[config.mk]
export PLATFORM = sky130hd
export DESIGN_NAME = descriptor_range_allocator_unit
export DESIGN_NICKNAME = d
export VERILOG_FILES = /design/src/sv/dra_pkg.sv /design/src/sv/descriptor_range_allocator_unit.sv /design/src/sv/dra_ram.sv /design/src/sv/dra_addr.sv
export SDC_FILE = /design/constraint.sdc
export NUM_CORES = 2
export LEC_CHECK = 0
export BUFFER_PORTS_ARGS = -buffer_cell sky130_fd_sc_hd__buf_2
export CAP_MARGIN = 10
export CORE_MARGIN = 2
export CORE_UTILIZATION = 68
export CTS_CLUSTER_DIAMETER = 40
export DETAILED_ROUTE_END_ITERATION = 10
export PLACE_DENSITY = 0.86
export REMOVE_ABC_BUFFERS = 1
export SYNTH_ARGS = -nofsm -noshare
export SYNTH_HDL_FRONTEND = slang
export SYNTH_SLANG_ARGS = --single-unit
[constraint.sdc]
create_clock -name clock -period 15.1 [get_ports clock]
set_clock_uncertainty 0.15 [all_clocks]
set_input_delay 0 -clock clock [delete_from_list [all_inputs] [get_ports clock]]
set_output_delay 0 -clock clock [all_outputs]
set_load 0.01 [all_outputs]
[src/sv/dra_pkg.sv]
`timescale 1ns / 1ps
`default_nettype none
// ----------------------------------------------------------------------------
// dra_pkg: shared types and constants of the descriptor range allocator
// Request and status codes, register indexes, sequencer states and the
// configuration register bundle.
// ----------------------------------------------------------------------------
package dra_pkg;

   // default sizes
   localparam int FREE_ENTRIES_DEF = 32;
   localparam int SLOT_BITS_DEF    = 16;

   // fixed field widths
   localparam int CAP_W     = 17;
   localparam int OFF_W     = 16;
   localparam int STRIDE_W  = 13;
   localparam int ADDR_W    = 64;
   localparam int CSR_IDX_W = 3;
   localparam int REQ_W     = 2;
   localparam int STAT_W    = 2;

   localparam logic [CAP_W-1:0]    CAP_RESET    = 17'd65536;
   localparam logic [STRIDE_W-1:0] STRIDE_RESET = 13'd32;

   // request codes
   localparam logic [REQ_W-1:0] REQ_ALLOC   = 2'd0;
   localparam logic [REQ_W-1:0] REQ_FREE    = 2'd1;
   localparam logic [REQ_W-1:0] REQ_CLEAR   = 2'd2;
   localparam logic [REQ_W-1:0] REQ_UNKNOWN = 2'd3;

   // status codes
   localparam logic [STAT_W-1:0] STAT_OK      = 2'd0;
   localparam logic [STAT_W-1:0] STAT_NOSPACE = 2'd1;
   localparam logic [STAT_W-1:0] STAT_FULL    = 2'd2;
   localparam logic [STAT_W-1:0] STAT_IGNORED = 2'd3;

   // register indexes
   localparam logic [CSR_IDX_W-1:0] CSR_CAPACITY = 3'd0;
   localparam logic [CSR_IDX_W-1:0] CSR_OFFSET   = 3'd1;
   localparam logic [CSR_IDX_W-1:0] CSR_STRIDE   = 3'd2;
   localparam logic [CSR_IDX_W-1:0] CSR_CPU_BASE = 3'd3;
   localparam logic [CSR_IDX_W-1:0] CSR_GPU_BASE = 3'd4;
   localparam logic [CSR_IDX_W-1:0] CSR_VISIBLE  = 3'd5;

   typedef enum logic [3:0] {
      ST_IDLE,
      ST_A_SCAN,
      ST_A_PICK,
      ST_SHIFT_DN,
      ST_F_SCAN,
      ST_SHIFT_UP,
      ST_F_PUT,
      ST_M_START,
      ST_M_LOAD,
      ST_M_READ,
      ST_M_CMP,
      ST_G_MUL,
      ST_G_OUT
   } state_type;

   typedef struct packed {
      logic [CAP_W-1:0]    capacity;
      logic [OFF_W-1:0]    offset;
      logic [STRIDE_W-1:0] stride;
      logic [ADDR_W-1:0]   cpu_base;
      logic [ADDR_W-1:0]   gpu_base;
      logic                visible;
   } cfg_type;

endpackage
`default_nettype wire

[src/sv/descriptor_range_allocator_unit.sv]
`timescale 1ns / 1ps
`default_nettype none
// ----------------------------------------------------------------------------
// descriptor_range_allocator_unit: best-fit slot range allocator
// Free blocks live in a sorted table in RAM; allocate picks the smallest
// fitting block or bumps, free inserts in start order and merges neighbors.
//
// Channel   Ports                                   Moves
// request   start, busy, req_*                      one command word
// response  rsp_valid, rsp_*                        one result word
// config    csr_we, csr_index, csr_wdata            one register write
//
// A command is taken when start is high and busy is low; busy stays high
// until the result word, shown for one cycle with rsp_valid.
// Allocate scans the table, then shifts later entries down on an exact fit;
// free scans, shifts entries up, inserts, then walks the merge steps;
// the table RAM's single read port sets the pace, one entry per cycle.
// Clear and rejects answer from idle. Reset: synchronous, no RAM sweep.
// ----------------------------------------------------------------------------
module descriptor_range_allocator_unit #(
   parameter int FREE_ENTRIES = dra_pkg::FREE_ENTRIES_DEF,
   parameter int SLOT_BITS    = dra_pkg::SLOT_BITS_DEF
) (
   input  wire logic                          clock,
   input  wire logic                          reset,
   input  wire logic                          start,
   output logic                               busy,
   input  wire logic [dra_pkg::REQ_W-1:0]     req_type,
   input  wire logic [SLOT_BITS:0]            req_block_count,
   input  wire logic [SLOT_BITS-1:0]          req_release_index,
   output logic                               rsp_valid,
   output logic [dra_pkg::STAT_W-1:0]         rsp_status,
   output logic [SLOT_BITS-1:0]               rsp_slot_index,
   output logic [dra_pkg::ADDR_W-1:0]         rsp_cpu_address,
   output logic [dra_pkg::ADDR_W-1:0]         rsp_gpu_address,
   input  wire logic                          csr_we,
   input  wire logic [dra_pkg::CSR_IDX_W-1:0] csr_index,
   input  wire logic [dra_pkg::ADDR_W-1:0]    csr_wdata
);
   import dra_pkg::*;

   localparam int SB     = SLOT_BITS;
   localparam int LEN_W  = SLOT_BITS + 1;
   localparam int ENT_W  = SB + LEN_W;
   localparam int IDX_W  = $clog2(FREE_ENTRIES);
   localparam int CNT_W  = $clog2(FREE_ENTRIES + 1);
   localparam int CMP_W  = (CAP_W > LEN_W) ? CAP_W : LEN_W;
   localparam logic [CNT_W-1:0] CNT_FULL = CNT_W'(FREE_ENTRIES);
   localparam logic [CNT_W-1:0] CNT_ONE  = CNT_W'(1);
   localparam logic [CNT_W-1:0] CNT_TWO  = CNT_W'(2);

   // control registers
   state_type         state_ff, state_in, ret_ff, ret_in;
   cfg_type           cfg_ff;
   logic [CNT_W-1:0]  used_ff, used_in;
   logic [LEN_W-1:0]  bump_ff, bump_in;
   logic [CNT_W-1:0]  idx_ff, idx_in;
   logic              iss_ff, iss_in;
   logic              dv_ff, dv_in;
   logic              found_ff, found_in;
   logic              rsp_valid_ff, rsp_valid_in;

   // payload registers
   logic [IDX_W-1:0]  d_idx_ff, d_idx_in;
   logic [IDX_W-1:0]  best_idx_ff, best_idx_in;
   logic [LEN_W-1:0]  best_len_ff, best_len_in;
   logic [SB-1:0]     best_start_ff, best_start_in;
   logic [LEN_W-1:0]  req_cnt_ff, req_cnt_in;
   logic [SB-1:0]     req_start_ff, req_start_in;
   logic [CNT_W-1:0]  pos_ff, pos_in;
   logic [CNT_W-1:0]  walk_ff, walk_in;
   logic [SB-1:0]     cur_start_ff, cur_start_in;
   logic [LEN_W-1:0]  cur_len_ff, cur_len_in;
   logic [SB-1:0]     grant_ff, grant_in;
   logic [STAT_W-1:0] rsp_status_ff, rsp_status_in;
   logic [SB-1:0]     rsp_slot_ff, rsp_slot_in;
   logic [ADDR_W-1:0] rsp_cpu_ff, rsp_cpu_in;
   logic [ADDR_W-1:0] rsp_gpu_ff, rsp_gpu_in;

   // table RAM port
   logic              wr_en;
   logic [IDX_W-1:0]  wr_addr, rd_addr;
   logic [ENT_W-1:0]  wr_data, rd_data;
   logic [SB-1:0]     rd_start;
   logic [LEN_W-1:0]  rd_len;

   // address unit
   logic [ADDR_W-1:0] cpu_addr, gpu_addr;

   // shared conditions
   logic [CMP_W-1:0]  cap_wide, lim_wide;
   logic [LEN_W-1:0]  eff_cap;
   logic [LEN_W:0]    free_end, bump_end, cur_end;
   logic              free_over, bump_fits, exact, adjacent, stream_done;
   logic [CNT_W-1:0]  used_m1, best_p1, walk_p1, walk_p2;

   assign rd_start = rd_data[ENT_W-1:LEN_W];
   assign rd_len   = rd_data[LEN_W-1:0];

   // cap the region at the slot space
   assign cap_wide = CMP_W'(cfg_ff.capacity);
   assign lim_wide = CMP_W'(1) << SB;
   assign eff_cap  = (cap_wide > lim_wide) ? LEN_W'(lim_wide) : LEN_W'(cap_wide);

   assign free_end  = (LEN_W+1)'(req_release_index) + (LEN_W+1)'(req_block_count);
   assign free_over = free_end > (LEN_W+1)'(eff_cap);
   assign bump_end  = (LEN_W+1)'(bump_ff) + (LEN_W+1)'(req_cnt_ff);
   assign bump_fits = bump_end <= (LEN_W+1)'(eff_cap);
   assign exact     = best_len_ff == req_cnt_ff;
   assign cur_end   = (LEN_W+1)'(cur_start_ff) + (LEN_W+1)'(cur_len_ff);
   assign adjacent  = cur_end == (LEN_W+1)'(rd_start);

   assign used_m1     = used_ff - CNT_ONE;
   assign best_p1     = CNT_W'(best_idx_ff) + CNT_ONE;
   assign walk_p1     = walk_ff + CNT_ONE;
   assign walk_p2     = walk_ff + CNT_TWO;
   assign stream_done = !iss_ff && !dv_ff;

   dra_ram #(
      .WIDTH (ENT_W),
      .DEPTH (FREE_ENTRIES)
   ) u_table (
      .clock   (clock),
      .wr_en   (wr_en),
      .wr_addr (wr_addr),
      .wr_data (wr_data),
      .rd_addr (rd_addr),
      .rd_data (rd_data)
   );

   dra_addr #(
      .SLOT_BITS (SLOT_BITS)
   ) u_addr (
      .clock       (clock),
      .cfg         (cfg_ff),
      .slot        (grant_ff),
      .cpu_address (cpu_addr),
      .gpu_address (gpu_addr)
   );

   // next state
   always_comb begin
      state_in = state_ff;
      case (state_ff)
         ST_IDLE: begin
            if (start) begin
               case (req_type)
                  REQ_ALLOC: begin
                     if (req_block_count != '0) begin
                        state_in = (used_ff != '0) ? ST_A_SCAN : ST_A_PICK;
                     end
                  end
                  REQ_FREE: begin
                     if (req_block_count != '0 && !free_over && used_ff != CNT_FULL) begin
                        state_in = (used_ff != '0) ? ST_F_SCAN : ST_F_PUT;
                     end
                  end
                  default: state_in = ST_IDLE;
               endcase
            end
         end
         ST_A_SCAN: begin
            if (stream_done) state_in = ST_A_PICK;
         end
         ST_A_PICK: begin
            if (found_ff) begin
               state_in = (exact && best_p1 < used_ff) ? ST_SHIFT_DN : ST_G_MUL;
            end else begin
               state_in = bump_fits ? ST_G_MUL : ST_IDLE;
            end
         end
         ST_SHIFT_DN: begin
            if (stream_done) state_in = ret_ff;
         end
         ST_F_SCAN: begin
            if (stream_done) state_in = (pos_ff < used_ff) ? ST_SHIFT_UP : ST_F_PUT;
         end
         ST_SHIFT_UP: begin
            if (stream_done) state_in = ST_F_PUT;
         end
         ST_F_PUT:   state_in = ST_M_START;
         ST_M_START: state_in = (used_ff < CNT_TWO) ? ST_IDLE : ST_M_LOAD;
         ST_M_LOAD:  state_in = ST_M_READ;
         ST_M_READ:  state_in = (walk_p1 < used_ff) ? ST_M_CMP : ST_IDLE;
         ST_M_CMP: begin
            state_in = (adjacent && walk_p2 < used_ff) ? ST_SHIFT_DN : ST_M_READ;
         end
         ST_G_MUL:   state_in = ST_G_OUT;
         ST_G_OUT:   state_in = ST_IDLE;
         default:    state_in = ST_IDLE;
      endcase
   end

   // datapath and table access
   always_comb begin
      ret_in        = ret_ff;
      used_in       = used_ff;
      bump_in       = bump_ff;
      idx_in        = idx_ff;
      iss_in        = iss_ff;
      dv_in         = 1'b0;
      found_in      = found_ff;
      d_idx_in      = idx_ff[IDX_W-1:0];
      best_idx_in   = best_idx_ff;
      best_len_in   = best_len_ff;
      best_start_in = best_start_ff;
      req_cnt_in    = req_cnt_ff;
      req_start_in  = req_start_ff;
      pos_in        = pos_ff;
      walk_in       = walk_ff;
      cur_start_in  = cur_start_ff;
      cur_len_in    = cur_len_ff;
      grant_in      = grant_ff;
      rsp_valid_in  = 1'b0;
      rsp_status_in = STAT_OK;
      rsp_slot_in   = '0;
      rsp_cpu_in    = '0;
      rsp_gpu_in    = '0;
      wr_en         = 1'b0;
      wr_addr       = d_idx_ff;
      wr_data       = rd_data;
      rd_addr       = idx_ff[IDX_W-1:0];

      // stream reads upward
      if ((state_ff == ST_A_SCAN || state_ff == ST_F_SCAN || state_ff == ST_SHIFT_DN)
          && iss_ff) begin
         dv_in = 1'b1;
         if (idx_ff == used_m1) iss_in = 1'b0;
         else                   idx_in = idx_ff + CNT_ONE;
      end
      // stream reads downward
      if (state_ff == ST_SHIFT_UP && iss_ff) begin
         dv_in = 1'b1;
         if (idx_ff == pos_ff) iss_in = 1'b0;
         else                  idx_in = idx_ff - CNT_ONE;
      end

      case (state_ff)
         ST_IDLE: begin
            if (start) begin
               req_cnt_in   = req_block_count;
               req_start_in = req_release_index;
               found_in     = 1'b0;
               idx_in       = '0;
               pos_in       = used_ff;
               case (req_type)
                  REQ_CLEAR: begin
                     used_in      = '0;
                     bump_in      = '0;
                     rsp_valid_in = 1'b1;
                  end
                  REQ_ALLOC: begin
                     if (req_block_count == '0) begin
                        rsp_valid_in  = 1'b1;
                        rsp_status_in = STAT_IGNORED;
                     end else begin
                        iss_in = used_ff != '0;
                     end
                  end
                  REQ_FREE: begin
                     if (req_block_count == '0 || free_over) begin
                        rsp_valid_in  = 1'b1;
                        rsp_status_in = STAT_IGNORED;
                     end else if (used_ff == CNT_FULL) begin
                        rsp_valid_in  = 1'b1;
                        rsp_status_in = STAT_FULL;
                     end else begin
                        iss_in = used_ff != '0;
                     end
                  end
                  default: begin
                     rsp_valid_in  = 1'b1;
                     rsp_status_in = STAT_IGNORED;
                  end
               endcase
            end
         end
         ST_A_SCAN: begin
            // keep the smallest fitting block, earliest on ties
            if (dv_ff && rd_len >= req_cnt_ff && (!found_ff || rd_len < best_len_ff)) begin
               found_in      = 1'b1;
               best_idx_in   = d_idx_ff;
               best_len_in   = rd_len;
               best_start_in = rd_start;
            end
         end
         ST_A_PICK: begin
            if (found_ff) begin
               grant_in = best_start_ff;
               if (exact) begin
                  if (best_p1 < used_ff) begin
                     idx_in = best_p1;
                     iss_in = 1'b1;
                     ret_in = ST_G_MUL;
                  end else begin
                     used_in = used_m1;
                  end
               end else begin
                  wr_en   = 1'b1;
                  wr_addr = best_idx_ff;
                  wr_data = {SB'(best_start_ff + SB'(req_cnt_ff)), best_len_ff - req_cnt_ff};
               end
            end else if (bump_fits) begin
               grant_in = bump_ff[SB-1:0];
               bump_in  = LEN_W'(bump_end);
            end else begin
               rsp_valid_in  = 1'b1;
               rsp_status_in = STAT_NOSPACE;
            end
         end
         ST_SHIFT_DN: begin
            // move each entry one place down, drop the last
            if (dv_ff) begin
               wr_en   = 1'b1;
               wr_addr = d_idx_ff - IDX_W'(1);
            end
            if (stream_done) used_in = used_m1;
         end
         ST_F_SCAN: begin
            // first entry at or above the new start
            if (dv_ff && !found_ff && rd_start >= req_start_ff) begin
               found_in = 1'b1;
               pos_in   = CNT_W'(d_idx_ff);
            end
            if (stream_done && pos_ff < used_ff) begin
               idx_in = used_m1;
               iss_in = 1'b1;
            end
         end
         ST_SHIFT_UP: begin
            if (dv_ff) begin
               wr_en   = 1'b1;
               wr_addr = d_idx_ff + IDX_W'(1);
            end
         end
         ST_F_PUT: begin
            wr_en   = 1'b1;
            wr_addr = pos_ff[IDX_W-1:0];
            wr_data = {req_start_ff, req_cnt_ff};
            used_in = used_ff + CNT_ONE;
         end
         ST_M_START: begin
            rd_addr = '0;
            walk_in = '0;
            if (used_ff < CNT_TWO) rsp_valid_in = 1'b1;
         end
         ST_M_LOAD: begin
            cur_start_in = rd_start;
            cur_len_in   = rd_len;
         end
         ST_M_READ: begin
            rd_addr = walk_p1[IDX_W-1:0];
            if (!(walk_p1 < used_ff)) rsp_valid_in = 1'b1;
         end
         ST_M_CMP: begin
            // merge exactly adjacent pair, else step on
            if (adjacent) begin
               cur_len_in = cur_len_ff + rd_len;
               wr_en      = 1'b1;
               wr_addr    = walk_ff[IDX_W-1:0];
               wr_data    = {cur_start_ff, LEN_W'(cur_len_ff + rd_len)};
               if (walk_p2 < used_ff) begin
                  idx_in = walk_p2;
                  iss_in = 1'b1;
                  ret_in = ST_M_READ;
               end else begin
                  used_in = used_m1;
               end
            end else begin
               cur_start_in = rd_start;
               cur_len_in   = rd_len;
               walk_in      = walk_p1;
            end
         end
         ST_G_OUT: begin
            rsp_valid_in = 1'b1;
            rsp_slot_in  = grant_ff;
            rsp_cpu_in   = cpu_addr;
            rsp_gpu_in   = gpu_addr;
         end
         default: begin
            rsp_valid_in = 1'b0;
         end
      endcase
   end

   // control state
   always_ff @(posedge clock) begin
      if (reset) begin
         state_ff     <= ST_IDLE;
         ret_ff       <= ST_IDLE;
         used_ff      <= '0;
         bump_ff      <= '0;
         idx_ff       <= '0;
         iss_ff       <= 1'b0;
         dv_ff        <= 1'b0;
         found_ff     <= 1'b0;
         rsp_valid_ff <= 1'b0;
      end else begin
         state_ff     <= state_in;
         ret_ff       <= ret_in;
         used_ff      <= used_in;
         bump_ff      <= bump_in;
         idx_ff       <= idx_in;
         iss_ff       <= iss_in;
         dv_ff        <= dv_in;
         found_ff     <= found_in;
         rsp_valid_ff <= rsp_valid_in;
      end
   end

   // payload
   always_ff @(posedge clock) begin
      d_idx_ff      <= d_idx_in;
      best_idx_ff   <= best_idx_in;
      best_len_ff   <= best_len_in;
      best_start_ff <= best_start_in;
      req_cnt_ff    <= req_cnt_in;
      req_start_ff  <= req_start_in;
      pos_ff        <= pos_in;
      walk_ff       <= walk_in;
      cur_start_ff  <= cur_start_in;
      cur_len_ff    <= cur_len_in;
      grant_ff      <= grant_in;
      rsp_status_ff <= rsp_status_in;
      rsp_slot_ff   <= rsp_slot_in;
      rsp_cpu_ff    <= rsp_cpu_in;
      rsp_gpu_ff    <= rsp_gpu_in;
   end

   // configuration registers
   always_ff @(posedge clock) begin
      if (reset) begin
         cfg_ff.capacity <= CAP_RESET;
         cfg_ff.offset   <= '0;
         cfg_ff.stride   <= STRIDE_RESET;
         cfg_ff.cpu_base <= '0;
         cfg_ff.gpu_base <= '0;
         cfg_ff.visible  <= 1'b0;
      end else if (csr_we) begin
         case (csr_index)
            CSR_CAPACITY: cfg_ff.capacity <= csr_wdata[CAP_W-1:0];
            CSR_OFFSET:   cfg_ff.offset   <= csr_wdata[OFF_W-1:0];
            CSR_STRIDE:   cfg_ff.stride   <= csr_wdata[STRIDE_W-1:0];
            CSR_CPU_BASE: cfg_ff.cpu_base <= csr_wdata;
            CSR_GPU_BASE: cfg_ff.gpu_base <= csr_wdata;
            CSR_VISIBLE:  cfg_ff.visible  <= csr_wdata[0];
            default:      cfg_ff.visible  <= cfg_ff.visible;
         endcase
      end
   end

   assign busy            = state_ff != ST_IDLE;
   assign rsp_valid       = rsp_valid_ff;
   assign rsp_status      = rsp_status_ff;
   assign rsp_slot_index  = rsp_slot_ff;
   assign rsp_cpu_address = rsp_cpu_ff;
   assign rsp_gpu_address = rsp_gpu_ff;

   // checks
   a_rsp_idle: assert property (@(posedge clock) disable iff (reset)
      rsp_valid |-> !busy)
      else $error("result word while sequencer busy");

   a_used_bound: assert property (@(posedge clock) disable iff (reset)
      used_ff <= CNT_FULL)
      else $error("free table count beyond depth");

   a_cmd_progress: assert property (@(posedge clock) disable iff (reset)
      (start && !busy) |=> (busy || rsp_valid))
      else $error("command taken without work or result");

   a_fail_zero: assert property (@(posedge clock) disable iff (reset)
      (rsp_valid && rsp_status != STAT_OK) |->
         (rsp_slot_index == '0 && rsp_cpu_address == '0 && rsp_gpu_address == '0))
      else $error("failed result carries nonzero fields");

endmodule
`default_nettype wire

[src/sv/dra_ram.sv]
`timescale 1ns / 1ps
`default_nettype none
// ----------------------------------------------------------------------------
// dra_ram: generic simple dual-port RAM
// One write port, one read port with registered read data.
// ----------------------------------------------------------------------------
module dra_ram #(
   parameter int WIDTH = 33,
   parameter int DEPTH = 32
) (
   input  wire logic                     clock,
   input  wire logic                     wr_en,
   input  wire logic [$clog2(DEPTH)-1:0] wr_addr,
   input  wire logic [WIDTH-1:0]         wr_data,
   input  wire logic [$clog2(DEPTH)-1:0] rd_addr,
   output logic      [WIDTH-1:0]         rd_data
);

   logic [WIDTH-1:0] mem_ff [DEPTH];

   // write, then read registered
   always_ff @(posedge clock) begin
      if (wr_en) begin
         mem_ff[wr_addr] <= wr_data;
      end
      rd_data <= mem_ff[rd_addr];
   end

endmodule
`default_nettype wire

[src/sv/dra_addr.sv]
`timescale 1ns / 1ps
`default_nettype none
// ----------------------------------------------------------------------------
// dra_addr: slot address unit
// Registers (offset + slot) * stride, adds CPU and (if visible) GPU bases.
// ----------------------------------------------------------------------------
module dra_addr #(
   parameter int SLOT_BITS = 16
) (
   input  wire logic                    clock,
   input  wire dra_pkg::cfg_type        cfg,
   input  wire logic [SLOT_BITS-1:0]    slot,
   output logic [dra_pkg::ADDR_W-1:0]   cpu_address,
   output logic [dra_pkg::ADDR_W-1:0]   gpu_address
);
   import dra_pkg::*;

   localparam int SUM_W  = ((SLOT_BITS > OFF_W) ? SLOT_BITS : OFF_W) + 1;
   localparam int PROD_W = SUM_W + STRIDE_W;

   logic [SUM_W-1:0]  heap_slot;
   logic [PROD_W-1:0] prod_ff;

   // heap slot times stride, registered
   assign heap_slot = SUM_W'(cfg.offset) + SUM_W'(slot);

   always_ff @(posedge clock) begin
      prod_ff <= PROD_W'(heap_slot) * PROD_W'(cfg.stride);
   end

   // add bases, wrap at 64 bits
   assign cpu_address = cfg.cpu_base + ADDR_W'(prod_ff);
   assign gpu_address = cfg.visible ? (cfg.gpu_base + ADDR_W'(prod_ff)) : '0;

endmodule
`default_nettype wire

# Word-level counts from Yosys, hierarchy flattened

Memories as Yosys holds them, arrays and structs flattened. A register that Yosys moved wholly into a read port is not among the register bits.
Cells that the tools add are included.

Memories kept: 1
Memory bits (writable): 1,056
Input port bits: 106
Bits in registers: 529
Logic and storage cells: 281

Memory list:

| memory         | depth | width | read ports | clocked after Yosys merged registers in | write ports | RTL line      | RTL |
|---|---|---|---|---|---|---|---|
| u_table.mem_ff | 32    | 33    | 1          | 1                                       | 1           | dra_ram.sv:19 | `logic [WIDTH-1:0] mem_ff [DEPTH];` |

Reductions and logical operators: 54
Magnitude comparators: 11
Equality and inequality tests: 45
Multipliers: 1
$add $sub $neg: 18
Mux-type cells: 120

Operators with widths:

| cell                  | count |
|---|---|
| $mux W6               | 22 |
| $add A64 B30 Y64      | 2 |
| $mux W17              | 6 |
| $mux W33              | 3 |
| $pmux W33 S3          | 1 |
| $mux W4               | 18 |
| $pmux W17 S2          | 2 |
| $mux W16              | 3 |
| $pmux W4 S12          | 1 |
| $add A16 B17 Y18      | 2 |
| $mux W1               | 35 |
| $pmux W16 S2          | 1 |
| $mul A17 B13 Y30      | 1 |
| $ne A2 B2 Y1 const B  | 15 |
| $pmux W6 S5           | 1 |
| $mux W5               | 5 |
| $pmux W5 S5           | 1 |
| $lt A6 B6 Y1          | 4 |
| $pmux W6 S2           | 2 |
| $pmux W6 S4           | 1 |
| $reduce_and A2 Y1     | 12 |
| $eq A4 B4 Y1 const B  | 5 |
| $add A17 B17 Y18      | 1 |
| $add A6 B1 Y6 const B | 3 |
| 60 further kinds      | 102 |

# Longest topological paths before layout

Word-level depth: 12
Mapped depth: 34
Depth with buffers taken out: 33

# By module

From an unflattened synthesis, not the netlist that was laid out.

Cells, all modules: 7,021
Area, all modules: 81,669.6 um^2

Modules (own cells, without submodules):

| module                          | area each (um^2) | cells an instance | seq. area each (um^2) | times used |
|---|---|---|---|---|
| dra_ram                         | 41,813.9         | 2,332             | 32,371.0              | 1 |
| descriptor_range_allocator_unit | 26,481.6         | 2,988             | 11,270.8              | 1 |
| dra_addr                        | 13,374.1         | 1,701             | 600.6                 | 1 |

# Worst setup path after synthesis

No wires, ideal clock.

Path kind: flip-flop to flip-flop
Start: register grant_ff[1]
End: register u_addr.prod_ff[26]
Period minus slack after synthesis: 7,369 ps
Data arrival time: 7,147 ps
Library setup time: 72 ps
Path buffers: 1
Cell stages (with the launch flop): 31
Setup slack: 7,731 ps
Path through: edfxtp_1 ha_1 a21o_1 a21oi_1 o21ai_0 a211o_1 nand3_1 and4_1 nor3_1 or2_2 nor3_1 clkbuf_1 nand2_1 fa_1 fa_1 inv_1 fa_1 fa_1 inv_1 fa_1 inv_1 ha_1 a21o_1 a21o_1 a21oi_1 a21boi_0 o31ai_1 a31o_2 a21o_1 a21oi_1 xnor2_1

Cells in the longest elaborated chain, start to end: 2

Ends and longest elaborated chain:

| element                  | RTL line                               | RTL |
|---|---|---|
| start: declaration       | descriptor_range_allocator_unit.sv:74  | `logic [SB-1:0] grant_ff, grant_in;` |
| start signal: assignment | descriptor_range_allocator_unit.sv:424 | `grant_ff <= grant_in;` |
| $add A16 B16 Y17         | dra_addr.sv:25                         | `assign heap_slot = SUM_W'(cfg.offset) + SUM_W'(slot);` |
| $mul A17 B13 Y30         | dra_addr.sv:28                         | `prod_ff <= PROD_W'(heap_slot) * PROD_W'(cfg.stride);` |
| end signal: assignment   | dra_addr.sv:28                         |  |
| end: declaration         | dra_addr.sv:22                         | `logic [PROD_W-1:0] prod_ff;` |

Every way passes these cells.
A chain may end at the register's enable or synchronous reset.

# Worst setup path in the final report

Start: register cfg_ff[142] (netlist bit)
End: register u_addr.prod_ff[29]

Cells in the longest elaborated chain, start to end: 2

Ends and longest elaborated chain:

| element            | RTL line                              | RTL |
|---|---|---|
| start: declaration | descriptor_range_allocator_unit.sv:54 | `cfg_type cfg_ff;` |
| $add A16 B16 Y17   | dra_addr.sv:25                        |  |
| $mul A17 B13 Y30   | dra_addr.sv:28                        |  |

Every way passes these cells.

==> reports/results.ini <==
[clocking]
cts.reportedPaths.clkPinSlew_ns=0.06
clkLatencyLatePin_ns=0.88
cts_tree=built
htree_levels=4
cts_resized=0
cts_made_buffers=192
cts_buffer_depth=3
cts_root_buf=clkbuf_16
cts_hold_buffers=225
cts_sinks=1616
post_cts_buffers=0

[sta]
setup_violations=0
whs_ns=0.0644
rsz0062_at_grt=no
tns_ns=0
hold_viol=0
post-route-period-util_pct=58.6
period_needed_ns=8.84
fmax_ghz=0.113
worst_slew_pin_slew_ns=1.32
slew_violations=0
max_slew_margin_pct=12.0

[placement]
dp_hpwl_mm=158
gp_congestion=1.03
dpl_cell_area_mm2=0.0845
io_buffers=253

[synthesis]
synth_area_per_cell_um2=10.9
synth.area.top_cells=edfxtp_1, dfxtp_1, nand2_1
seq_area_frac_synth_pct=54.2
synth_top_area_share_pct=43.7
synth_warnings=0
synth-async-reset-ratio_pct=0
synth_cell_types=92
synth_edf_count=1188
synth_area_mm2=0.0816
ys_ff_latch=1616
yosys.area.top_type=edfxtp_1
ys.flop_type=edfxtp_1
syn_inst=7498

[worst_hold_path]
hold_start=csr_we
min_path_cells=5
hp-class=input pin to flip-flop
worstHoldEndpoint=cfg_ff[0]

[cells_and_area]
utilization_pct=78.5
syn_to_final_growth_pct=14.9
nNetsFinal=8490
final_area_mm2=0.0938
drive_gt1_share_pct=10.4

[drt]
avgViaCountPerCell=6.77
vias=65300
firstDrtPassIters=11
ant_nets=0
post_drt_wl_per_cell_um=27.3
drtIter0Drc=9963
drc_errors=1
wl_mm=263

[power_and_ir_drop]
power_density_mw_per_mm2=147
power_leakage_nw=35.2
vdd_drop_max_mv=0.160

[worst_setup_path]
critical_path.top_delay_family=adder cells
crit_buf_inv=5
worst_setup_path_end_kind=flip-flop
crit_top_cell=fa_1
cpPeakStageDelay_ns=0.97
arrival_ns=9.38
r2r-end=u_addr.prod_ff[29]
crit_fanout=13
reg2reg_slack_ns=6.26
rr_worst_depth=33
startpoint_type=flip-flop
reg2reg_from=cfg_ff[142]
crit_required_ns=15.63
crit_path_top_delay_cell=xnor2_1
worstSetupPathType=flip-flop to flip-flop

[global_routing]
grt-ovfl-total=0
antenna_found_initial=32
grt_use_total_pct=42.3
grt_pass1_vias=63000
grt_pass1_wl_mm=387
grt_max_degree=214

[run_status]
status=finished with violations
violations=DRC

[job]
drv_cap=0

[die]
fp.dieH_um=350
core_mm2=0.119
start_util_pct=68.3
dieArea_mm2=0.123
die_x_um=350
io_pins=254
rows=127

-- cells in the mapped netlist, drive strengths merged (16+ instances only) --
| library cell | number |
|---|---|
| ha | 360 |
| buf | 24 |
| nor4 | 24 |
| or2 | 26 |
| mux2i | 22 |
| a311oi | 136 |
| o21ai | 166 |
| o21bai | 16 |
| o31ai | 24 |
| a211oi | 408 |
| nand2b | 37 |
| o211ai | 18 |
| nand2 | 1209 |
| a21oi | 506 |
| nor2b | 43 |
| mux2 | 24 |
| nor3 | 92 |
| edfxtp | 1188 |
| or3 | 35 |
| and2 | 406 |
| clkbuf | 412 |
| a31oi | 165 |
| xor2 | 94 |
| a22oi | 19 |
| nand4 | 46 |
| inv | 354 |
| a21o | 128 |
| fa | 174 |
| nor2 | 295 |
| nand3 | 118 |
| o21a | 22 |
| or4 | 16 |
| and3 | 45 |
| dfxtp | 428 |
| xnor2 | 153 |
-- logic make-up after synthesis --
group,after synthesis,synth area share [%]
AND/OR/NAND/NOR,2453,14.1
XOR/XNOR,250,2.73
adder cells (fa/ha/maj),534,9.78
AO/OA/AOI/OAI,1808,14.9
flip-flops,1616,54.2
multiplexers,46,0.601
buffers and inverters,791,3.67
-- report_power, final --
group	total [mW]	switching (mW)	leakage [nW]	internal (mW)
clock	4.88	2.01	3.29	2.87
combinational	3.22	2.16	17.7	1.07
sequential	5.64	0.258	14.2	5.38
total	13.7	4.43	35.2	9.32
-- worst max path at each step --
| stage | cells after the start | slack, ns | from | to |
|---|---|---|---|---|
| 2_1_floorplan | 8 | -17.34 | state_ff[0] | u_table.rd_data[0] |
| 3_3_place_gp | 33 | 6.86 | grant_ff[0] | u_addr.prod_ff[29] |
| 3_5_place_dp | 33 | 6.54 | cfg_ff[142] | u_addr.prod_ff[29] |
| 4_1_cts | 33 | 6.44 | cfg_ff[142] | u_addr.prod_ff[29] |
| 5_1_grt | 33 | 5.85 | cfg_ff[142] | u_addr.prod_ff[29] |
| 6_report | 33 | 6.26 | cfg_ff[142] | u_addr.prod_ff[29] |
-- worst min-delay path, stage by stage --
cell and delay [ns]:
dlygate4sd3_1 0.60, buf_2 0.18, nand3_1 0.11, mux2i_1 0.07, nor2_1 0.08
-- per-layer routing --
metal	vias up	GRT usage, %	routed length [um]
li1	28000	-	-
met5	-	0	146
met1	31100	53.7	91800
met4	22	27.1	19000
met2	5049	64.6	119000
met3	1152	11.3	33800
-- cell type report --
class,instances,area [um^2]
multi-input cells,5091,34800
flip-flops and latches,1616,44200
well taps,1612,2020
inverters,355,1330
repair buffers,594,4540
diodes,19,47.5
fillers,6982,25700
clock buffers,219,5040
clock inverters,139,1760
-- per-stage QoR --
| step | total power [mW] | setup slack, ns | std cells |
|---|---|---|---|
| floorplan | 7.72 | -17.34 | 7062 |
| global placement | 8.61 | 6.86 | 9033 |
| detailed placement | 8.69 | 6.54 | 9033 |
| CTS | 13.6 | 6.44 | 9616 |
| global route | 14.1 | 5.85 | 9630 |
| finish | 13.7 | 6.26 | 9645 |
-- cells in the final DEF (no fill, tap or decap), types with 25 or more instances in the layout --
cell type / Yosys / layout
a21oi_1: 505 / 502
nor2_4: 0 / 26
nor2_1: 295 / 267
clkbuf_16: 0 / 195
xor2_1: 94 / 94
ha_1: 360 / 360
o21ai_0: 165 / 162
a211oi_1: 408 / 407
dfxtp_1: 428 / 428
buf_2: 9 / 252
inv_1: 354 / 354
xnor2_1: 153 / 153
nand4_1: 46 / 46
a311oi_1: 136 / 136
and2_1: 388 / 388
nand3_1: 118 / 116
a31oi_1: 165 / 165
a21o_1: 128 / 128
dlygate4sd3_1: 0 / 224
nand2b_1: 37 / 37
nor2b_1: 43 / 43
nand2_1: 1209 / 1208
or3_1: 33 / 33
nor3_1: 91 / 88
edfxtp_1: 1188 / 1188
and3_1: 45 / 43
or2_2: 25 / 25
fa_1: 174 / 174
buf_4: 0 / 103
-- state kept, by name, summed over array words and instances, names as in the netlist, 6 cells and up --
name and cells:
cur_start_ff 16, req_cnt_ff 17, rsp_slot_index 16, rsp_cpu_address 64
used_ff 6, cfg_ff 158, cap_wide 17, best_len_ff 17
walk_ff 6, grant_ff 16, u_table.rd_data 33, cur_len_ff 17
u_addr.prod_ff 30, bump_ff 17, best_start_ff 16, rsp_gpu_address 64
u_table.mem_ff 1056, pos_ff 6, idx_ff 6, req_start_ff 16
Power figures use the tool's default switching activity.
